--- src/design/ht_pkg.sv ---
package ht_pkg;

    // event codes
    localparam logic [1:0] KIND_TICK  = 2'd0;
    localparam logic [1:0] KIND_UP    = 2'd1;
    localparam logic [1:0] KIND_DOWN  = 2'd2;
    localparam logic [1:0] KIND_POWER = 2'd3;

    // register indexes
    localparam logic [1:0] CFG_SAMPLE_PERIOD = 2'd0;
    localparam logic [1:0] CFG_BLINK_PERIOD  = 2'd1;
    localparam logic [1:0] CFG_WINDOW_TICKS  = 2'd2;

    localparam logic [7:0]  SAMPLE_PERIOD_RESET = 8'd10;
    localparam logic [7:0]  BLINK_PERIOD_RESET  = 8'd99;
    localparam logic [15:0] WINDOW_TICKS_RESET  = 16'd1000;

    localparam logic [6:0] SETPOINT_RESET = 7'd60;
    localparam logic [6:0] SETPOINT_MAX   = 7'd75;
    localparam logic [6:0] SETPOINT_MIN   = 7'd35;
    localparam logic [6:0] SETPOINT_STEP  = 7'd5;
    localparam logic [9:0] HYSTERESIS     = 10'd5;
    localparam logic [7:0] BLINK_MAX      = 8'd255;

    localparam logic [18:0] FULL_SCALE_DEG = 19'd500;
    localparam logic [10:0] ADC_FULL       = 11'd1023;

    typedef struct packed {
        logic [1:0] kind;
        logic [9:0] adc_sample;
    } item_t;

    typedef struct packed {
        logic [7:0]  sample_period;
        logic [7:0]  blink_period;
        logic [15:0] window_ticks;
    } cfg_t;

    typedef struct packed {
        logic       heater_on;
        logic       cooler_on;
        logic       status_led;
        logic       powered;
        logic [6:0] target_degrees;
        logic [8:0] measured_degrees;
        logic       adjusting;
    } res_t;

endpackage

--- src/design/ht_conv.sv ---
module ht_conv (
    input  logic [9:0] sample,
    output logic [8:0] degrees
);
    import ht_pkg::*;

    logic [18:0] prod;
    logic [8:0]  quot_est;
    logic [10:0] rem_est;

    // floor(sample*500/1023): estimate with >>10, remainder is below 2*1023
    always_comb begin
        prod     = 19'(sample) * FULL_SCALE_DEG;
        quot_est = prod[18:10];
        rem_est  = {1'b0, prod[9:0]} + {2'b00, quot_est};
        degrees  = (rem_est >= ADC_FULL) ? quot_est + 9'd1 : quot_est;
    end

endmodule

--- src/design/ht_ctrl.sv ---
module ht_ctrl (
    input  logic          aclk,
    input  logic          aresetn,
    input  logic          item_en,
    input  ht_pkg::item_t item,
    input  ht_pkg::cfg_t  cfg,
    input  logic [8:0]    degrees,
    output ht_pkg::res_t  res
);
    import ht_pkg::*;

    logic [7:0]  sample_count_reg, sample_count_next;
    logic [7:0]  blink_count_reg, blink_count_next;
    logic [8:0]  temperature_reg, temperature_next;
    logic [6:0]  setpoint_reg, setpoint_next;
    logic        latch_reg, latch_next;
    logic        power_reg, power_next;
    logic        led_reg, led_next;
    logic [15:0] window_reg, window_next;

    logic [7:0] sc_inc;
    logic [8:0] setpoint_ext;
    logic       heater;
    logic       cooler;

    always_comb begin
        sample_count_next = sample_count_reg;
        blink_count_next  = blink_count_reg;
        temperature_next  = temperature_reg;
        setpoint_next     = setpoint_reg;
        latch_next        = latch_reg;
        power_next        = power_reg;
        led_next          = led_reg;
        window_next       = window_reg;
        heater            = 1'b0;
        cooler            = 1'b0;
        sc_inc            = sample_count_reg + 8'd1;

        // event update
        case (item.kind)
            KIND_TICK: begin
                sample_count_next = sc_inc;
                if (sc_inc == cfg.sample_period) begin
                    temperature_next  = degrees;
                    sample_count_next = '0;
                end
                if (blink_count_reg != BLINK_MAX) begin
                    blink_count_next = blink_count_reg + 8'd1;
                end
                if (window_reg != '0) begin
                    window_next = window_reg - 16'd1;
                end
            end
            KIND_UP, KIND_DOWN: begin
                if (window_reg != '0) begin
                    if (item.kind == KIND_UP && setpoint_reg < SETPOINT_MAX) begin
                        setpoint_next = setpoint_reg + SETPOINT_STEP;
                    end else if (item.kind == KIND_DOWN && setpoint_reg > SETPOINT_MIN) begin
                        setpoint_next = setpoint_reg - SETPOINT_STEP;
                    end
                end
                window_next = cfg.window_ticks;
            end
            KIND_POWER: begin
                power_next = ~power_reg;
            end
            default: begin
            end
        endcase

        // hysteresis control on the updated state
        setpoint_ext = {2'b00, setpoint_next};
        if (!power_next) begin
            led_next = 1'b0;
        end else if (temperature_next < setpoint_ext && !latch_reg) begin
            if (blink_count_next >= cfg.blink_period) begin
                led_next         = ~led_reg;
                blink_count_next = '0;
            end
            heater = 1'b1;
        end else if (temperature_next > setpoint_ext && !latch_reg) begin
            led_next = 1'b1;
            cooler   = 1'b1;
        end else begin
            led_next   = 1'b0;
            latch_next = !(({1'b0, temperature_next} + HYSTERESIS) <= {1'b0, setpoint_ext}
                           || temperature_next > setpoint_ext);
        end

        res.heater_on        = heater;
        res.cooler_on        = cooler;
        res.status_led       = led_next;
        res.powered          = power_next;
        res.target_degrees   = setpoint_next;
        res.measured_degrees = temperature_next;
        res.adjusting        = (window_next != '0);
    end

    always_ff @(posedge aclk) begin
        if (!aresetn) begin
            sample_count_reg <= '0;
            blink_count_reg  <= '0;
            temperature_reg  <= '0;
            setpoint_reg     <= SETPOINT_RESET;
            latch_reg        <= 1'b0;
            power_reg        <= 1'b1;
            led_reg          <= 1'b0;
            window_reg       <= '0;
        end else if (item_en) begin
            sample_count_reg <= sample_count_next;
            blink_count_reg  <= blink_count_next;
            temperature_reg  <= temperature_next;
            setpoint_reg     <= setpoint_next;
            latch_reg        <= latch_next;
            power_reg        <= power_next;
            led_reg          <= led_next;
            window_reg       <= window_next;
        end
    end

endmodule

--- src/design/heater_thermostat_with_hysteresis_unit.sv ---
// flow: an accepted input transaction waits in the input register, then passes the control
//   logic into the result register once that register is free or draining
// throughput: one transaction per cycle unless the receiver stalls the result channel
// reset: aresetn is synchronous and active low; it empties both stages and loads
//   the power-on state (setpoint 60, powered, window closed) and default registers
module heater_thermostat_with_hysteresis_unit (
    input  logic        aclk,
    input  logic        aresetn,
    // configuration writes
    input  logic        cfg_we,
    input  logic [1:0]  cfg_index,
    input  logic [15:0] cfg_wdata,
    // event channel
    input  logic        s_valid,
    output logic        s_ready,
    input  logic [1:0]  s_kind,
    input  logic [9:0]  s_adc_sample,
    // result channel
    output logic        m_valid,
    input  logic        m_ready,
    output logic        m_heater_on,
    output logic        m_cooler_on,
    output logic        m_status_led,
    output logic        m_powered,
    output logic [6:0]  m_target_degrees,
    output logic [8:0]  m_measured_degrees,
    output logic        m_adjusting
);
    import ht_pkg::*;

    cfg_t  cfg_reg;
    item_t item_reg;
    logic  in_vld_reg;
    logic  out_vld_reg;
    res_t  res_reg;

    res_t       res;
    logic [8:0] degrees;
    logic       accept;
    logic       advance;

    // the held transaction moves on whenever the result register is free or draining
    assign advance = in_vld_reg && (!out_vld_reg || m_ready);
    assign s_ready = !in_vld_reg || advance;
    assign accept  = s_valid && s_ready;

    // configuration registers, to be written only while idle; the block does not enforce it
    always_ff @(posedge aclk) begin
        if (!aresetn) begin
            cfg_reg.sample_period <= SAMPLE_PERIOD_RESET;
            cfg_reg.blink_period  <= BLINK_PERIOD_RESET;
            cfg_reg.window_ticks  <= WINDOW_TICKS_RESET;
        end else if (cfg_we) begin
            case (cfg_index)
                CFG_SAMPLE_PERIOD: cfg_reg.sample_period <= cfg_wdata[7:0];
                CFG_BLINK_PERIOD:  cfg_reg.blink_period  <= cfg_wdata[7:0];
                CFG_WINDOW_TICKS:  cfg_reg.window_ticks  <= cfg_wdata;
                default: begin
                end
            endcase
        end
    end

    // input register stage
    always_ff @(posedge aclk) begin
        if (!aresetn) begin
            in_vld_reg <= 1'b0;
        end else if (accept) begin
            in_vld_reg <= 1'b1;
        end else if (advance) begin
            in_vld_reg <= 1'b0;
        end
    end

    always_ff @(posedge aclk) begin
        if (accept) begin
            item_reg.kind       <= s_kind;
            item_reg.adc_sample <= s_adc_sample;
        end
    end

    // adc counts to whole degrees
    ht_conv u_conv (
        .sample  (item_reg.adc_sample),
        .degrees (degrees)
    );

    // event handling, hysteresis state and drive decisions
    ht_ctrl u_ctrl (
        .aclk    (aclk),
        .aresetn (aresetn),
        .item_en (advance),
        .item    (item_reg),
        .cfg     (cfg_reg),
        .degrees (degrees),
        .res     (res)
    );

    // result register
    always_ff @(posedge aclk) begin
        if (!aresetn) begin
            out_vld_reg <= 1'b0;
        end else if (advance) begin
            out_vld_reg <= 1'b1;
        end else if (m_ready) begin
            out_vld_reg <= 1'b0;
        end
    end

    always_ff @(posedge aclk) begin
        if (advance) begin
            res_reg <= res;
        end
    end

    assign m_valid            = out_vld_reg;
    assign m_heater_on        = res_reg.heater_on;
    assign m_cooler_on        = res_reg.cooler_on;
    assign m_status_led       = res_reg.status_led;
    assign m_powered          = res_reg.powered;
    assign m_target_degrees   = res_reg.target_degrees;
    assign m_measured_degrees = res_reg.measured_degrees;
    assign m_adjusting        = res_reg.adjusting;

`ifndef SYNTHESIS
    // heater and cooler are exclusive
    a_drive_exclusive: assert property (@(posedge aclk) disable iff (!aresetn)
        out_vld_reg |-> !(res_reg.heater_on && res_reg.cooler_on))
        else $error("heater and cooler driven together");

    // power off forces every drive low
    a_power_off_quiet: assert property (@(posedge aclk) disable iff (!aresetn)
        (out_vld_reg && !res_reg.powered) |->
            (!res_reg.heater_on && !res_reg.cooler_on && !res_reg.status_led))
        else $error("drive active while powered off");

    // heating only below setpoint, cooling only above it
    a_heat_below: assert property (@(posedge aclk) disable iff (!aresetn)
        (out_vld_reg && res_reg.heater_on) |->
            (res_reg.measured_degrees < {2'b00, res_reg.target_degrees}))
        else $error("heater on at or above setpoint");

    a_cool_above: assert property (@(posedge aclk) disable iff (!aresetn)
        (out_vld_reg && res_reg.cooler_on) |->
            (res_reg.measured_degrees > {2'b00, res_reg.target_degrees}))
        else $error("cooler on at or below setpoint");

    // an accepted transaction always lands in the input register
    a_accept_held: assert property (@(posedge aclk) disable iff (!aresetn)
        accept |=> in_vld_reg)
        else $error("accepted transaction lost");
`endif

endmodule

--- config.mk ---
export PLATFORM = sky130hd
export DESIGN_NAME = heater_thermostat_with_hysteresis_unit
export DESIGN_NICKNAME = d
export VERILOG_FILES = /design/src/design/ht_pkg.sv /design/src/design/ht_conv.sv /design/src/design/ht_ctrl.sv /design/src/design/heater_thermostat_with_hysteresis_unit.sv
export SDC_FILE = /design/constraint.sdc
export NUM_CORES = 1
export LEC_CHECK = 0
export BUFFER_PORTS_ARGS = -buffer_cell sky130_fd_sc_hd__buf_4
export CAP_MARGIN = 20
export CORE_MARGIN = 4
export CORE_UTILIZATION = 50
export DETAILED_ROUTE_END_ITERATION = 7
export PLACE_DENSITY = 0.68
export SKIP_CTS_REPAIR_TIMING = 1
export SLEW_MARGIN = 0
export SYNTH_ARGS = -nofsm -noshare
export SYNTH_HDL_FRONTEND = slang
export SYNTH_SLANG_ARGS = --single-unit
--- constraint.sdc ---
create_clock -name aclk -period 14.7 [get_ports aclk]
set_input_delay 2.94 -clock aclk [delete_from_list [all_inputs] [get_ports aclk]]
set_output_delay 2.94 -clock aclk [all_outputs]
set_load 0.02 [all_outputs]
-- Word level (Yosys, flattened, before mapping)
Cells that the tools add are included.
- flip-flop bits (word level): 118
- input port bits: 35
- eq/ne operators: 7
- reduce and logical (&&, ||, !) cells: 26
- $add $sub $neg: 8
- bitwise operators: 5
- multiplexer cells: 25
- order comparisons: 7
- $mul: 1
- operator list (kind ; number):
    $mux W8 ; 6
    $pmux W16 S2 ; 1
    $reduce_bool A16 Y1 ; 2
    $mux W7 ; 4
    $mux W9 ; 3
    $mul A10 B7 Y17 const B ; 1
    $add A8 B1 Y8 const B ; 2
    $mux W16 ; 1
    $sub A16 B1 Y16 const B ; 1
    $add A10 B9 Y11 ; 1
    $ge A11 B10 Y1 const B ; 1
    $add A9 B3 Y10 const B ; 1
    $le A10 B7 Y1 ; 1
    $mux W1 ; 10
    $add A9 B1 Y9 const B ; 1
    $gt A9 B7 Y1 ; 1
    $lt A9 B7 Y1 ; 1
    $eq A8 B8 Y1 ; 1
    $ge A8 B8 Y1 ; 1
    $ne A8 B8 Y1 const B ; 1
    $reduce_and A2 Y1 ; 4
    $add A7 B3 Y7 const B ; 1
    $gt A7 B6 Y1 const B ; 1
    $lt A7 B7 Y1 const B ; 1
    other kinds (11) ; 31

-- Longest topological paths before layout
Gate-level depths: netlist (run 1).
- depth after elaboration: 11
- gate-level depth with buffers: 38
- mapped depth without buffers: 38

-- Cells and area by module
Synthesis (run 1) repeated with hierarchy kept, for this count alone.
- cells, all modules: 1058
- area total of the unflattened synthesis: 9499.1 µm²
- by module, submodules not included (module ; area an instance (µm²) ; cells each ; sequential area each (µm²) ; instances):
    ht_ctrl ; 4516.8 ; 601 ; 1021.0 ; 1
    ht_conv ; 2611.3 ; 284 ; 0.0 ; 1
    heater_thermostat_with_hysteresis_unit ; 2371.0 ; 173 ; 1671.6 ; 1

-- Worst setup path after synthesis (run 1)
OpenSTA, ideal clock, no wires.
- path type: flip-flop to flip-flop
- start: reg item_reg[5] in the netlist's numbering
- end: reg u_ctrl.led_reg
- stages on the path, launching flop included: 37
- arrival: 8.237 ns
- path slack: 6.398 ns
- path buffers: 0
- clock period less this slack: 8.302 ns
- cell sequence: edfxtp_1 inv_1 fa_1 fa_1 inv_1 fa_1 inv_1 fa_1 inv_1 ha_1 a21oi_1 o21ai_1 and2_1 o31a_1 o2111ai_1 or3b_2 ha_1 nand2_1 nand3_1 a2111oi_0 o221ai_2 nor4b_4 mux2i_4 nand2_1 mux2i_1 o21ai_0 ha_1 a21oi_1 nor2b_1 o21ai_0 nand2_1 a21o_1 a21oi_1 or3b_2 a311oi_1 a21oi_1 nor2_1
- RTL lines (what ; RTL line ; text):
    from (decl) ; heater_thermostat_with_hysteresis_unit.sv:32 ; item_t item_reg;
    to (signal assigned) ; ht_ctrl.sv:116 ; led_reg <= led_next;
    to (decl) ; ht_ctrl.sv:18 ; logic led_reg, led_next;

==> metrics list, run 1 <==
- Status: finished, final reports clean
- Max Fclk: ~110 MHz
- Initial antenna violation count: 0
* Final critical-path required period: ~9.4 ns
- Cell accounting for the most synthesized area: dfxtp_1
- Post-synth design cell area: between 0.008 and 0.009 mm2
- At the end of routability-driven placement, the weighted congestion stood at about 0.85.
* Worst setup timing slack at the placement stage: between 5 and 6 ns
- For met1 alone, demand over resource in global routing was ~28%.
* Total placed cells including tap cells: between 1k and 1.5k
- Max transition margin: between 40% and 50%
- The number of global-route vias before repair came to between 7k and 8k.
- M3 GR Usage: under 10%
- The first global-routing pass estimated about 34 mm of wire.
- Final critical-path setup slack: roughly 5.3 ns
- Global routing usage summed across all routing layers: between 20% and 30%
- Critical Path RT: 15.00 ns
* Total via count after detailed routing: about 7.4k
- The clock tree synthesis step divided the H-tree into 4 levels.
- DIE HEIGHT: approximately 140 um
- Of the post-synthesis cell area, the dominant cell type holds a little under a fifth.
* Ratio of cells with drive above 1 in the final layout: about an eighth
* Seq cells post-synth: 118
- Leak Pwr: 4.31 nW
- Dividing the detail-routed via count by the number of cells gives roughly 5.7.
* Floorplan die width: 141 um
- Total of max-cap violations: 0
- At the pin with the least slew margin, the transition time is between 0.8 and 0.9 ns.
- Count of endpoints failing hold in the final timing report: 0
* Total Routed Length: 20.5 mm
- Largest net degree at the start of global routing: between 60 and 70
* Top-Level Pins: 58
- Each instance of the synthesized netlist takes up on average just under 9 um2.
- Placed wire-length estimate: between 10 and 15 mm
* Final clock period utilization by the worst path: a little under two thirds
- Synth top area cells: dfxtp_1, edfxtp_1, ha_1
- Share of flip-flops with an asynchronous set or reset after synthesis: 0%
* Arrival @ worst endpoint: 9.66 ns
- The tree is rooted in a clkbuf_16.
- Along the worst path, the maximum fanout reaches 10.
- The first TritonRoute pass finished after 7 iterations.
- Clock network latency to the later pin of the worst-skew pair: between 0.4 and 0.5 ns
- Among all flip-flop cells after synthesis, the most frequent one is dfxtp_1.
* Num CTS Buffers: 17
* First DRT Iteration DRCs: about 470
* Setup crit end kind: flip-flop
* Final standard cell area without fillers: approximately 0.01 mm2
* Area of the die: 0.0200 mm2
* Critical Setup Path Class: reg -> reg
- Post-route DRC: 0
- Post-DP Area: 0.00950 mm2
- Critical path launch point type: flip-flop
* Portion of the post-synthesis area used by sequential elements: a little under a third
- Register-to-Register Setup Slack: 5.34 ns
- Worst IR drop on VDD: between 200 and 250 uV
- Total nets after synthesis: roughly 1.2k
- On the worst path, the slowest cell contributes a delay of between 0.5 and 0.6 ns.
- Slowest-stage cell, CP: o21ai_0
- Met2 usage: 34.7%
- Clock-pin slew of the registers on the worst-case setup and hold paths: 0.06 ns
- The number of slew-limit violations in the final report was 0.
- Setup violations remaining at the end of the flow were counted as 0.
- Sinks on the clock net: 118
- Number of instances in the synthesized netlist: about 1.0k
* Total gr overflow: 0
- Counting along the longest clock path gives a buffer depth of 2.
- Setup repair after global routing left no endpoint under its margin.
- Post-route antenna net violation count: 0
- For this design the ratio of total power to cell area is around 180 mW/mm2.
- Non-filler cells in the finished layout: around 1.3k
- Flip-flop count of the largest register, all copies and words added: 32
- The number of antenna diodes in the final layout is 0.
- For this configuration, the core starts out at a cell density of just over 50%.
* Syn-to-layout area delta: 13.1%
* Fill cells: about 1.6k
- Class of the most critical hold timing path: reg -> reg
* Wirelength per Cell: roughly 16 um
* Net count, final: ~1.2k
- Core area: 0.0174 mm2
- Number of enable flip-flop cells after synthesis: 33
- TritonCTS built the clock tree.
- The layer flagged by global routing as most heavily used is met2.
- Number of input and output port buffers inserted: 57
* Number of placement rows: 48
- After routing, the total negative slack on setup checks comes to 0 ns.
- In this run, distinct cell masters in the synthesized netlist total between 90 and 100.
- Maximum clock skew at final layout: between 0.01 and 0.015 ns
- For this run, the number of Yosys warnings is 0.
==> stage by stage <==
stage / hold WS, ns / power [W] / utilization, %
final: 0.457 / 0.00177 / 57.9
after detailed placement: 0.448 / 0.00137 / 54.7
after floorplan: 0.436 / 0.00116 / -
after global routing: 0.479 / 0.00191 / 57.9
after CTS: 0.457 / 0.00177 / 57.9
after global placement: 0.444 / 0.00137 / 54.7
==> cell usage after synthesis, types with 4 or more instances <==
cell type	n
nand2_1	120
nand3_1	28
nor3b_1	6
o21ai_1	6
nor2_1	89
nand3b_1	5
inv_1	92
a211oi_1	20
a32o_1	6
nor2b_1	7
or2_2	4
and2_1	10
o21ai_0	31
mux2i_1	19
xor2_1	14
o31a_1	4
nand2b_1	18
xnor2_1	30
a32oi_1	7
nand4_1	11
o21a_1	12
a31oi_1	9
nor4_1	6
dfxtp_1	85
a21o_1	10
or3_1	6
ha_1	79
a21oi_1	68
clkbuf_1	35
nor3_1	23
fa_1	31
and3_1	13
o22ai_1	5
o211ai_1	6
edfxtp_1	33
==> final cells by class <==
class	count	area (um2)	area share [%]
Timing Repair Buffer	63	473	4.71
Multi-Input combinational cell	776	5700	56.7
Inverter	94	353	3.51
Sequential cell	118	2690	26.8
Tap cell	225	282	2.80
Clock buffer	25	507	5.04
Clock inverter	7	45.0	0.448
==> placed cells by master, fill, tap and decap left out, drive strengths merged, types with 7 or more instances in the layout <==
| master | n |
|---|---|
| nand4 | 11 |
| o21ai | 38 |
| nand2b | 18 |
| nor2 | 89 |
| mux2i | 21 |
| xor2 | 14 |
| nand2 | 121 |
| ha | 79 |
| nor4 | 7 |
| o21a | 12 |
| a31oi | 9 |
| a21o | 10 |
| a21oi | 71 |
| a32oi | 7 |
| buf | 63 |
| and3 | 13 |
| nor3b | 7 |
| fa | 31 |
| inv | 94 |
| edfxtp | 33 |
| nor3 | 24 |
| nor2b | 7 |
| clkbuf | 25 |
| dfxtp | 85 |
| a211oi | 21 |
| o211ai | 7 |
| xnor2 | 31 |
| and2 | 10 |
| nand3 | 29 |
==> report_power, final <==
| group | internal, W | switching [W] |
|---|---|---|
| sequential | 0.000350 | 0.0000135 |
| combinational | 0.000393 | 0.000627 |
| clock | 0.000238 | 0.000149 |
==> worst paths after layout <==
| kind | start | endpoint | cells past startpoint |
|---|---|---|---|
| max reg2reg | item_reg[5]$_DFFE_PP_ | u_ctrl.blink_count_reg[1]$_SDFFE_PN0P_ | 36 |
| min reg2reg | u_ctrl.temperature_reg[6]$_SDFFE_PN0P_ | u_ctrl.temperature_reg[6]$_SDFFE_PN0P_ | 2 |
| max | item_reg[5]$_DFFE_PP_ | u_ctrl.blink_count_reg[1]$_SDFFE_PN0P_ | 36 |
| min | u_ctrl.temperature_reg[6]$_SDFFE_PN0P_ | u_ctrl.temperature_reg[6]$_SDFFE_PN0P_ | 2 |
==> cell families after synthesis <==
logic type	count (synthesis)	synth area share (%)
AND/OR/NAND/NOR	367	20.2
multiplexers	24	3.07
flip-flops	118	30.3
AO/OA/AOI/OAI	230	18.2
adder cells (fa/ha/maj)	110	18.1
XOR/XNOR	45	4.52
buffers and inverters	132	5.60
==> per-layer routing <==
| layer | vias up | routed length (um) |
|---|---|---|
| met5 | - | 0 |
| met4 | 0 | 218 |
| met3 | 20 | 984 |
| met2 | 175 | 9730 |
| met1 | 3498 | 9600 |
| li1 | 3722 | - |
==> worst max-delay path: cells and delay by family (launching register included) <==
kind / cells / cell delay [ns]
AO/OA/AOI/OAI: 11 / 3.02
adder cells (fa/ha/maj): 7 / 3.09
buffers and inverters: 4 / 0.37
flip-flops: 1 / 0.42
multiplexers: 2 / 0.27
AND/OR/NAND/NOR: 12 / 2.05
(Power assumes the default switching activity.)
==> run 2, diff against run 1 <==
--- a/config.mk
+++ b/config.mk
@@ -10,7 +10,7 @@
 export CORE_MARGIN = 4
 export CORE_UTILIZATION = 50
 export DETAILED_ROUTE_END_ITERATION = 7
-export PLACE_DENSITY = 0.68
+export PLACE_DENSITY = 0.7
 export SKIP_CTS_REPAIR_TIMING = 1
 export SLEW_MARGIN = 0
 export SYNTH_ARGS = -nofsm -noshare
==> constraint.sdc (replaced) <==
create_clock -name aclk -period 7.65 [get_ports aclk]
set_input_delay 1.53 -clock aclk [delete_from_list [all_inputs] [get_ports aclk]]
set_output_delay 1.53 -clock aclk [all_outputs]
set_load 0.02 [all_outputs]
==> run 2 against run 1 <==
- the run now ends with setup timing left
- cell count up 6.9%
- flip-flop and latch count unchanged
- register-to-register slack got worse by 5.6 ns
- largest cell class unchanged
- routed wire length is 5.9% higher
- core utilization rose by 6.4 points
- global-route usage grew 0.53 points
- critical path depth down 1
- non-clock buffer count grew 90
- highest routed layer unchanged
- clock-buffer cell count fell by 7
- setup slack got worse by 5.6 ns
- sequential share of layout area is 2.7 points lower
==> metrics list, run 2 (synthesis gave the netlist of run 1 again) <==
* Status: finished with violations (was finished, final reports clean)
- Failing checks: setup timing
- Effective utilization at floorplan: 51.2% (unchanged)
* Max Fclk: 126 MHz (was 107 MHz)
- The highest ir drop seen on vdd is 501 uV (was 238 uV).
- The worst setup margin was -0.303 ns (was 5.34 ns).
- The final net count came to 1305 (was 1215).
- Setup crit end kind: flip-flop (unchanged)
* Largest net degree at the start of global routing: 65 (was 63)
- The weighted congestion reported at the end of routability-driven placement came to 0.894 (was 0.854).
- The fraction of layout instances using a drive strength above 1 came to 23.9% (was 11.9%).
* Max stage delay on crit path: 0.59 ns (was 0.54 ns)
- The final HPWL from detailed placement came to 15.6 mm (was 15.0 mm).
- Post-route antenna net violation count: 0 (unchanged)
- Top library cells by usage in the layout, fill and taps aside: buf_4, nand2_1, nor2_1, inv_1, dfxtp_1 (was nand2_1, inv_1, nor2_1, dfxtp_1, ha_1)
* Total Routed Length: 21.7 mm (was 20.5 mm)
* Critical Setup Path Class: reg -> reg (unchanged)
* Clock-pin slew of the registers on the worst-case setup and hold paths: 0.06 ns (about the same)
- Fill cells: 1462 (was 1583)
* Critical Path RT: 7.91 ns (was 15.00 ns)
- Peak fanout along the critical path: 4 (was 10)
- The element type at the critical path start was a flip-flop (unchanged).
* Hold slack: 0.456 ns (was 0.457 ns)
- Floorplan die width: 141 um (unchanged)
- Final critical-path required period: 7.95 ns (was 9.36 ns)
- Number of placement rows: 48 (unchanged)
- Post-route DRC: 0 (unchanged)
* Tightest Pin Transition: 0.965 ns (was 0.812 ns)
- The signal arrival time at the worst endpoint was 8.21 ns (was 9.66 ns).
- Setup repair after global routing missed its margin: true (was false)
- Maximum number of buffers from clock root to sink: 2 (unchanged)
- The worst slack at placement is -0.306 ns (was 5.50 ns).
* H-tree levels: 4 (unchanged)
- The core region area was 0.0174 mm2 (unchanged).
- The type of the most critical hold path was reg -> reg (unchanged).
- The setup-violating endpoint count in the final report came to 13 (was 0).
- Wirelength per Cell: 15.6 um (was 15.7 um)
- The initial DRC count is 376 (was 465).
- The detailed-route vias per instance came to 5.50 (was 5.67).
* Pwr dens: 395 mW/mm2 (was 176 mW/mm2)
* Number of input and output port buffers inserted: 57 (unchanged)
- The height of the die came to 141 um (unchanged).
- The standby leakage power is 4.79 nW (was 4.31 nW).
- The remaining max-slew budget at the tightest pin came to 35.7% (was 45.5%).
- The overall routing resource usage is 21.6% (was 21.1%).
* Number of diodes: 0 (unchanged)
* Area taken by flip-flops and latches: 0.00269 mm2 (unchanged)
- The fraction of the cycle the final worst path needs came to 104% (was 63.6%).
- The number of slew-limit violations in the final report was 0 (unchanged).
- Sinks on the clock net: 118 (unchanged)
* Maximum clock skew at final layout: 0.0147 ns (was 0.0107 ns)
- Clock network latency to the later pin of the worst-skew pair: 0.42 ns (about the same)
- Non-filler cells in the finished layout: 1398 (was 1308)
- The area of the die was 0.0200 mm2 (unchanged).
* Slowest-stage cell, CP: fa_1 (was o21ai_0)
- The root cell of the clock tree was clkbuf_16 (unchanged).
* Multi-input gate area: 0.00612 mm2 (was 0.00570 mm2)
- The relative area change from synthesis to final layout came to 25.5% (was 13.1%).
- Wire length of the first global-routing pass: 35.6 mm (was 34.5 mm)
- Most common cell after layout, fill and taps aside: buf_4 (was nand2_1)
- The finished layout cell area is 0.0112 mm2 (was 0.0100 mm2).
* Total of max-cap violations: 0 (unchanged)
- The number of global-route vias before repair is 7453 (was 7106).
* Count of endpoints failing hold in the final timing report: 0 (unchanged)
- The number of flip-flops under the largest register name is 32 (unchanged).
- Total iterations of the first detailed-routing run: 5 (was 7)
- Post-DP Area: 0.0103 mm2 (was 0.00950 mm2)
* TritonCTS clock tree: built (unchanged)
* Top-Level Pins: 58 (unchanged)
* Total placed cells including tap cells: 1353 (was 1276)
- Num CTS Buffers: 17 (unchanged)
* Total gr overflow: 0 (unchanged)
* Total via count after detailed routing: 7688 (was 7415)
- Initial antenna violation count: 0 (unchanged)
## run 2: cell count changes in the layout (fill, tap and decap cells not counted), moves of 4 or more
cell / before / now
xnor2_1: 30 / 26
xnor2_2: 1 / 5
ha_4: 0 / 11
buf_4: 63 / 151
a21oi_2: 2 / 7
inv_2: 2 / 9
inv_1: 92 / 85
nand2_2: 1 / 6
ha_1: 79 / 66
a21oi_1: 68 / 60
nand2_1: 120 / 115
## run 2: path summary, 6_finish.rpt
path / startpoint / to / slack, ns / cells after the start
min reg2reg: cfg_reg[13]$_SDFFE_PN0P_ / cfg_reg[13]$_SDFFE_PN0P_ / 0.46 / 2
min: cfg_reg[13]$_SDFFE_PN0P_ / cfg_reg[13]$_SDFFE_PN0P_ / 0.46 / 2
max: item_reg[2]$_DFFE_PP_ / u_ctrl.latch_reg$_SDFFE_PN0P_ / -0.30 / 35
max reg2reg: item_reg[2]$_DFFE_PP_ / u_ctrl.latch_reg$_SDFFE_PN0P_ / -0.30 / 35
## run 2: through the flow
| stage | power (W) | setup TNS [ns] | utilization [%] |
|---|---|---|---|
| after CTS | 0.00405 | -3.68 | 62.2 |
| after detailed placement | 0.00330 | -2.68 | 59.1 |
| final | 0.00440 | -2.98 | 64.3 |
| after floorplan | 0.00248 | -0.0961 | - |
| after global routing | 0.00470 | -7.57 | 64.3 |
| after global placement | 0.00327 | -0.564 | 59.1 |
## run 2: routing by layer
layer,track usage (%),vias up,part of all wire (%)
met5,0,-,0
met4,4.95,0,1.1
met3,3.74,28,4.1
met2,36.5,155,49
met1,29.0,3610,45
li1,-,3895,-
## run 2: layout make-up
cell class                 instances  share of cell area [%]
clock buffer                      18                    3.85
clock inverter                    14                   0.998
inverter                          94                    3.16
multi-input combinational        776                    54.8
sequential                       118                    24.1
tap                              225                    2.52
timing repair buffer             153                    10.5
## run 2: power by group
group	internal [W]	switching [W]	total (W)
clock	0.000441	0.000292	0.000733
sequential	0.000672	0.0000231	0.000695
combinational	0.00140	0.00158	0.00297
total	0.00251	0.00189	0.00440
## run 2: critical path: cells and delay by family (launching register included)
kind            cells  cell delay, ns
mux                 2            0.39
simple gates       11            1.78
compound gates     12            1.98
buf+inv             2            0.13
flops               1            0.41
fa+ha+maj           8            3.07
==> run 3, diff against run 2 <==
--- a/config.mk
+++ b/config.mk
@@ -5,6 +5,7 @@
 export SDC_FILE = /design/constraint.sdc
 export NUM_CORES = 1
 export LEC_CHECK = 0
+export ABC_AREA = 1
 export BUFFER_PORTS_ARGS = -buffer_cell sky130_fd_sc_hd__buf_4
 export CAP_MARGIN = 20
 export CORE_MARGIN = 4
==> run 3 against run 2 <==
- the flow now finishes without violations
- flip-flop and latch count is the same
- synthesized cell count grew 12%
- global-route usage shrank 1.7 points
- clock skew shrank 0.0070 ns
- sequential power grew 2%
- setup slack gained 0.70 ns
- largest cell class unchanged
==> metrics list, run 3 <==
- Status: finished, final reports clean (was finished with violations)
* TritonCTS clock tree: built (unchanged)
* Largest net degree at the start of global routing: 69 (was 65)
* Clock-pin slew of the registers on the worst-case setup and hold paths: 0.06 ns (about the same)
- The area of the mapped netlist came to 0.00867 mm2 (was 0.00889 mm2).
* Number of input and output port buffers inserted: 57 (unchanged)
- Routed metal-1 wire length: 9.34 mm (was 9.86 mm)
- Floorplan die width: 140 um (was 141 um)
- Worst IR drop on VDD: 358 uV (was 501 uV)
- Slowest-stage cell, CP: fa_1 (unchanged)
* Setup crit end kind: flip-flop (unchanged)
- Length of routed met3 wiring: 866 um (was 883 um)
- The biggest cell delay along the critical path was 0.51 ns (was 0.59 ns).
* Total Routed Length: 19.7 mm (was 21.7 mm)
- The number of global-route vias before repair is 6987 (was 7453).
- The area of the die was 0.0195 mm2 (was 0.0200 mm2).
* Top library cells by usage in the layout, fill and taps aside: nand2_1, inv_1, a21oi_1, buf_4 (was buf_4, nand2_1, nor2_1, inv_1, dfxtp_1)
- The floorplan row count was 47 (was 48).
* Global routing usage summed across all routing layers: 19.9% (was 21.6%)
- Most instantiated library cell after synthesis: nand2_1 (unchanged)
* Pwr dens: 373 mW/mm2 (was 395 mW/mm2)
- The remaining max-slew budget at the tightest pin came to 47.4% (was 35.7%).
- Portion of synthesized cell area occupied by the leading cell type: 19.6% (was 19.1%)
- DIE HEIGHT: 140 um (was 141 um)
- Most repeated library cell on the critical path: nand2_1
- The number of flip-flops under the largest register name came to 32 (unchanged).
- The final-report hold violation count is 0 (unchanged).
- The met2 wirelength from detailed routing was 9.26 mm (was 10.8 mm).
* Unique cell type count in the Yosys netlist: 48 (was 93)
* Clock network latency to the later pin of the worst-skew pair: 0.43 ns (was 0.42 ns)
- The final clock skew is 0.00766 ns (was 0.0147 ns).
* Cell family with most CP delay: adder cells (unchanged)
- Total gr overflow: 0 (unchanged)
- The initial antenna violation count is 0 (unchanged).
- Final number of max-transition violations: 0 (unchanged)
- The number of flops mapped to enable cells by yosys came to 33 (unchanged).
* Maximum number of buffers from clock root to sink: 2 (unchanged)
- The weighted congestion reported at the end of routability-driven placement is 0.927 (was 0.894).
- The proportion of register bits with asynchronous set or reset after synthesis came to 0% (unchanged).
- The buffers plus inverters on the worst setup path is 7 (was 2).
* Syn-to-layout area delta: 21.0% (was 25.5%)
- Ratio of cells with drive above 1 in the final layout: 17.0% (was 23.9%)
- Portion of the post-synthesis area used by sequential elements: 31.0% (was 30.3%)
- The largest area contributor in the netlist is dfxtp_1 (unchanged).
- Placed wire-length estimate: 14.2 mm (was 15.6 mm)
- Net count, final: 1373 (was 1305)
* Final critical-path setup slack: 0.399 ns (was -0.303 ns)
- The post-synth net total is 1290 (was 1171).
- The transition at the pin with the smallest max-transition slack was 0.783 ns (was 0.965 ns).
* Sinks on the clock net: 118 (unchanged)
- Mean post-synth cell area: 7.57 um2 (was 8.66 um2)
* Post-route antenna net violation count: 0 (unchanged)
- The starting density of the core was 51.6% (was 51.2%).
* Arrival @ worst endpoint: 7.57 ns (was 8.21 ns)
- The element type at the critical path start is a flip-flop (unchanged).
* Root buffer cell: clkbuf_16 (unchanged)
- Leading post-synthesis cells by instance count: nand2_1, inv_1, a21oi_1, o21ai_0, dfxtp_1 (was nand2_1, inv_1, nor2_1, dfxtp_1, ha_1)
- The CTS buffer count came to 17 (unchanged).
* Total iterations of the first detailed-routing run: 5 (unchanged)
- The detailed-route vias per instance is 5.21 (was 5.50).
- The total power after layout was 0.00391 W (was 0.00440 W).
- The average wire per standard cell is 13.5 um (was 15.6 um).
* Max Fclk: 138 MHz (was 126 MHz)
- Final critical-path required period: 7.25 ns (was 7.95 ns)
- The topmost layer with routed signal wires was met4 (unchanged).
- The I/O pin count came to 58 (unchanged).
- Total via count after detailed routing: 7606 (was 7688)
- H-tree levels: 4 (unchanged)
- The worst slack at placement came to -0.0132 ns (was -0.306 ns).
- The max-capacitance violation count was 0 (unchanged).
- Critical Setup Path Class: reg -> reg (unchanged)
- The number of synthesized register bits came to 118 (unchanged).
- Most common cell after layout, fill and taps aside: nand2_1 (was buf_4)
- Synth top area cells: dfxtp_1, edfxtp_1, ha_1 (unchanged).
* Number of diodes: 0 (unchanged)
- Final clock period utilization by the worst path: 94.8% (was 104%)
* Class of the most critical hold timing path: reg -> reg (unchanged)
- First DRT Iteration DRCs: 427 (was 376)
- The gate count after technology mapping came to 1145 (was 1026).
- The biggest fanout along the worst timing path is 7 (was 4).
- The core region area came to 0.0168 mm2 (was 0.0174 mm2).
- The number of warnings printed during yosys synthesis was 0 (unchanged).
* Wire length of the first global-routing pass: 32.4 mm (was 35.6 mm)
* Critical Path RT: 7.97 ns (was 7.91 ns)
- Final setup violation count: 0 (was 13)
- Leak Pwr: 5.03 nW (was 4.79 nW)
* Post-route DRC: 0 (unchanged)
* Ys flop type: dfxtp_1 (unchanged)
run 3: changes by cell type after synthesis, sizes merged, moves of 17 or more:
| cell | before | now |
|---|---|---|
| nand2b | 18 | 0 |
| a21oi | 71 | 99 |
| nand2 | 121 | 235 |
| o21ai | 38 | 91 |
| inv | 93 | 193 |
| mux2i | 21 | 0 |
| a211oi | 21 | 4 |
| nand3 | 29 | 63 |
run 3: final cells by class:
cell class	instances	area [um2]
fill	1477	6320
multi-input combinational	804	5440
sequential	118	2690
inverter	195	734
timing repair buffer	92	716
clock buffer	24	534
tap	220	275
clock inverter	8	105
run 3: power by group:
| group | total [W] | switching [W] | internal [W] |
|---|---|---|---|
| clock network | 0.000850 | 0.000295 | 0.000555 |
| logic | 0.00235 | 0.00137 | 0.000980 |
| registers | 0.000706 | 0.0000253 | 0.000680 |
run 3: kinds of logic (layout without fill, tap and decap cells):
family	count (synthesis)	count (layout)	share of synthesized area, %
buffers and inverters	224	319	9.87
XOR/XNOR	44	44	4.53
AND/OR/NAND/NOR	424	425	21.8
adder cells (fa/ha/maj)	110	110	18.6
flip-flops	118	118	31.0
AO/OA/AOI/OAI	225	225	14.2
run 3: tightest hold or removal path, stage by stage (launching register included):
cell and delay [ns]:
dfxtp_1 0.31, nand2_1 0.06, a21oi_1 0.05
run 3: metal layers:
layer / GRT usage (%) / vias to the layer above
met5: 0 / -
met4: 5.20 / 0
met3: 4.15 / 21
li1: - / 3901
met2: 32.7 / 173
met1: 26.9 / 3511
run 3: metrics by stage:
step	setup TNS, ns	instance area (um2)	hold WS [ns]	util [%]	cells
after floorplan	0	8670	0.435	-	1145
after global placement	0	9310	0.452	55.4	1401
after detailed placement	-0.0509	9310	0.452	55.4	1401
after CTS	-0.304	9950	0.467	59.2	1433
after global routing	-0.480	10500	0.490	62.4	1461
final	0	10500	0.462	62.4	1461
run 3: worst paths after layout:
path	to	start	depth (start not counted)	slack, ns
worst max-delay path	u_ctrl.latch_reg$_SDFFE_PN0P_	item_reg[4]$_DFFE_PP_	47	0.40
worst min-delay path	cfg_reg[4]$_SDFFE_PN0P_	cfg_reg[4]$_SDFFE_PN0P_	2	0.46
worst max register to register	u_ctrl.latch_reg$_SDFFE_PN0P_	item_reg[4]$_DFFE_PP_	47	0.40
worst min register to register	cfg_reg[4]$_SDFFE_PN0P_	cfg_reg[4]$_SDFFE_PN0P_	2	0.46
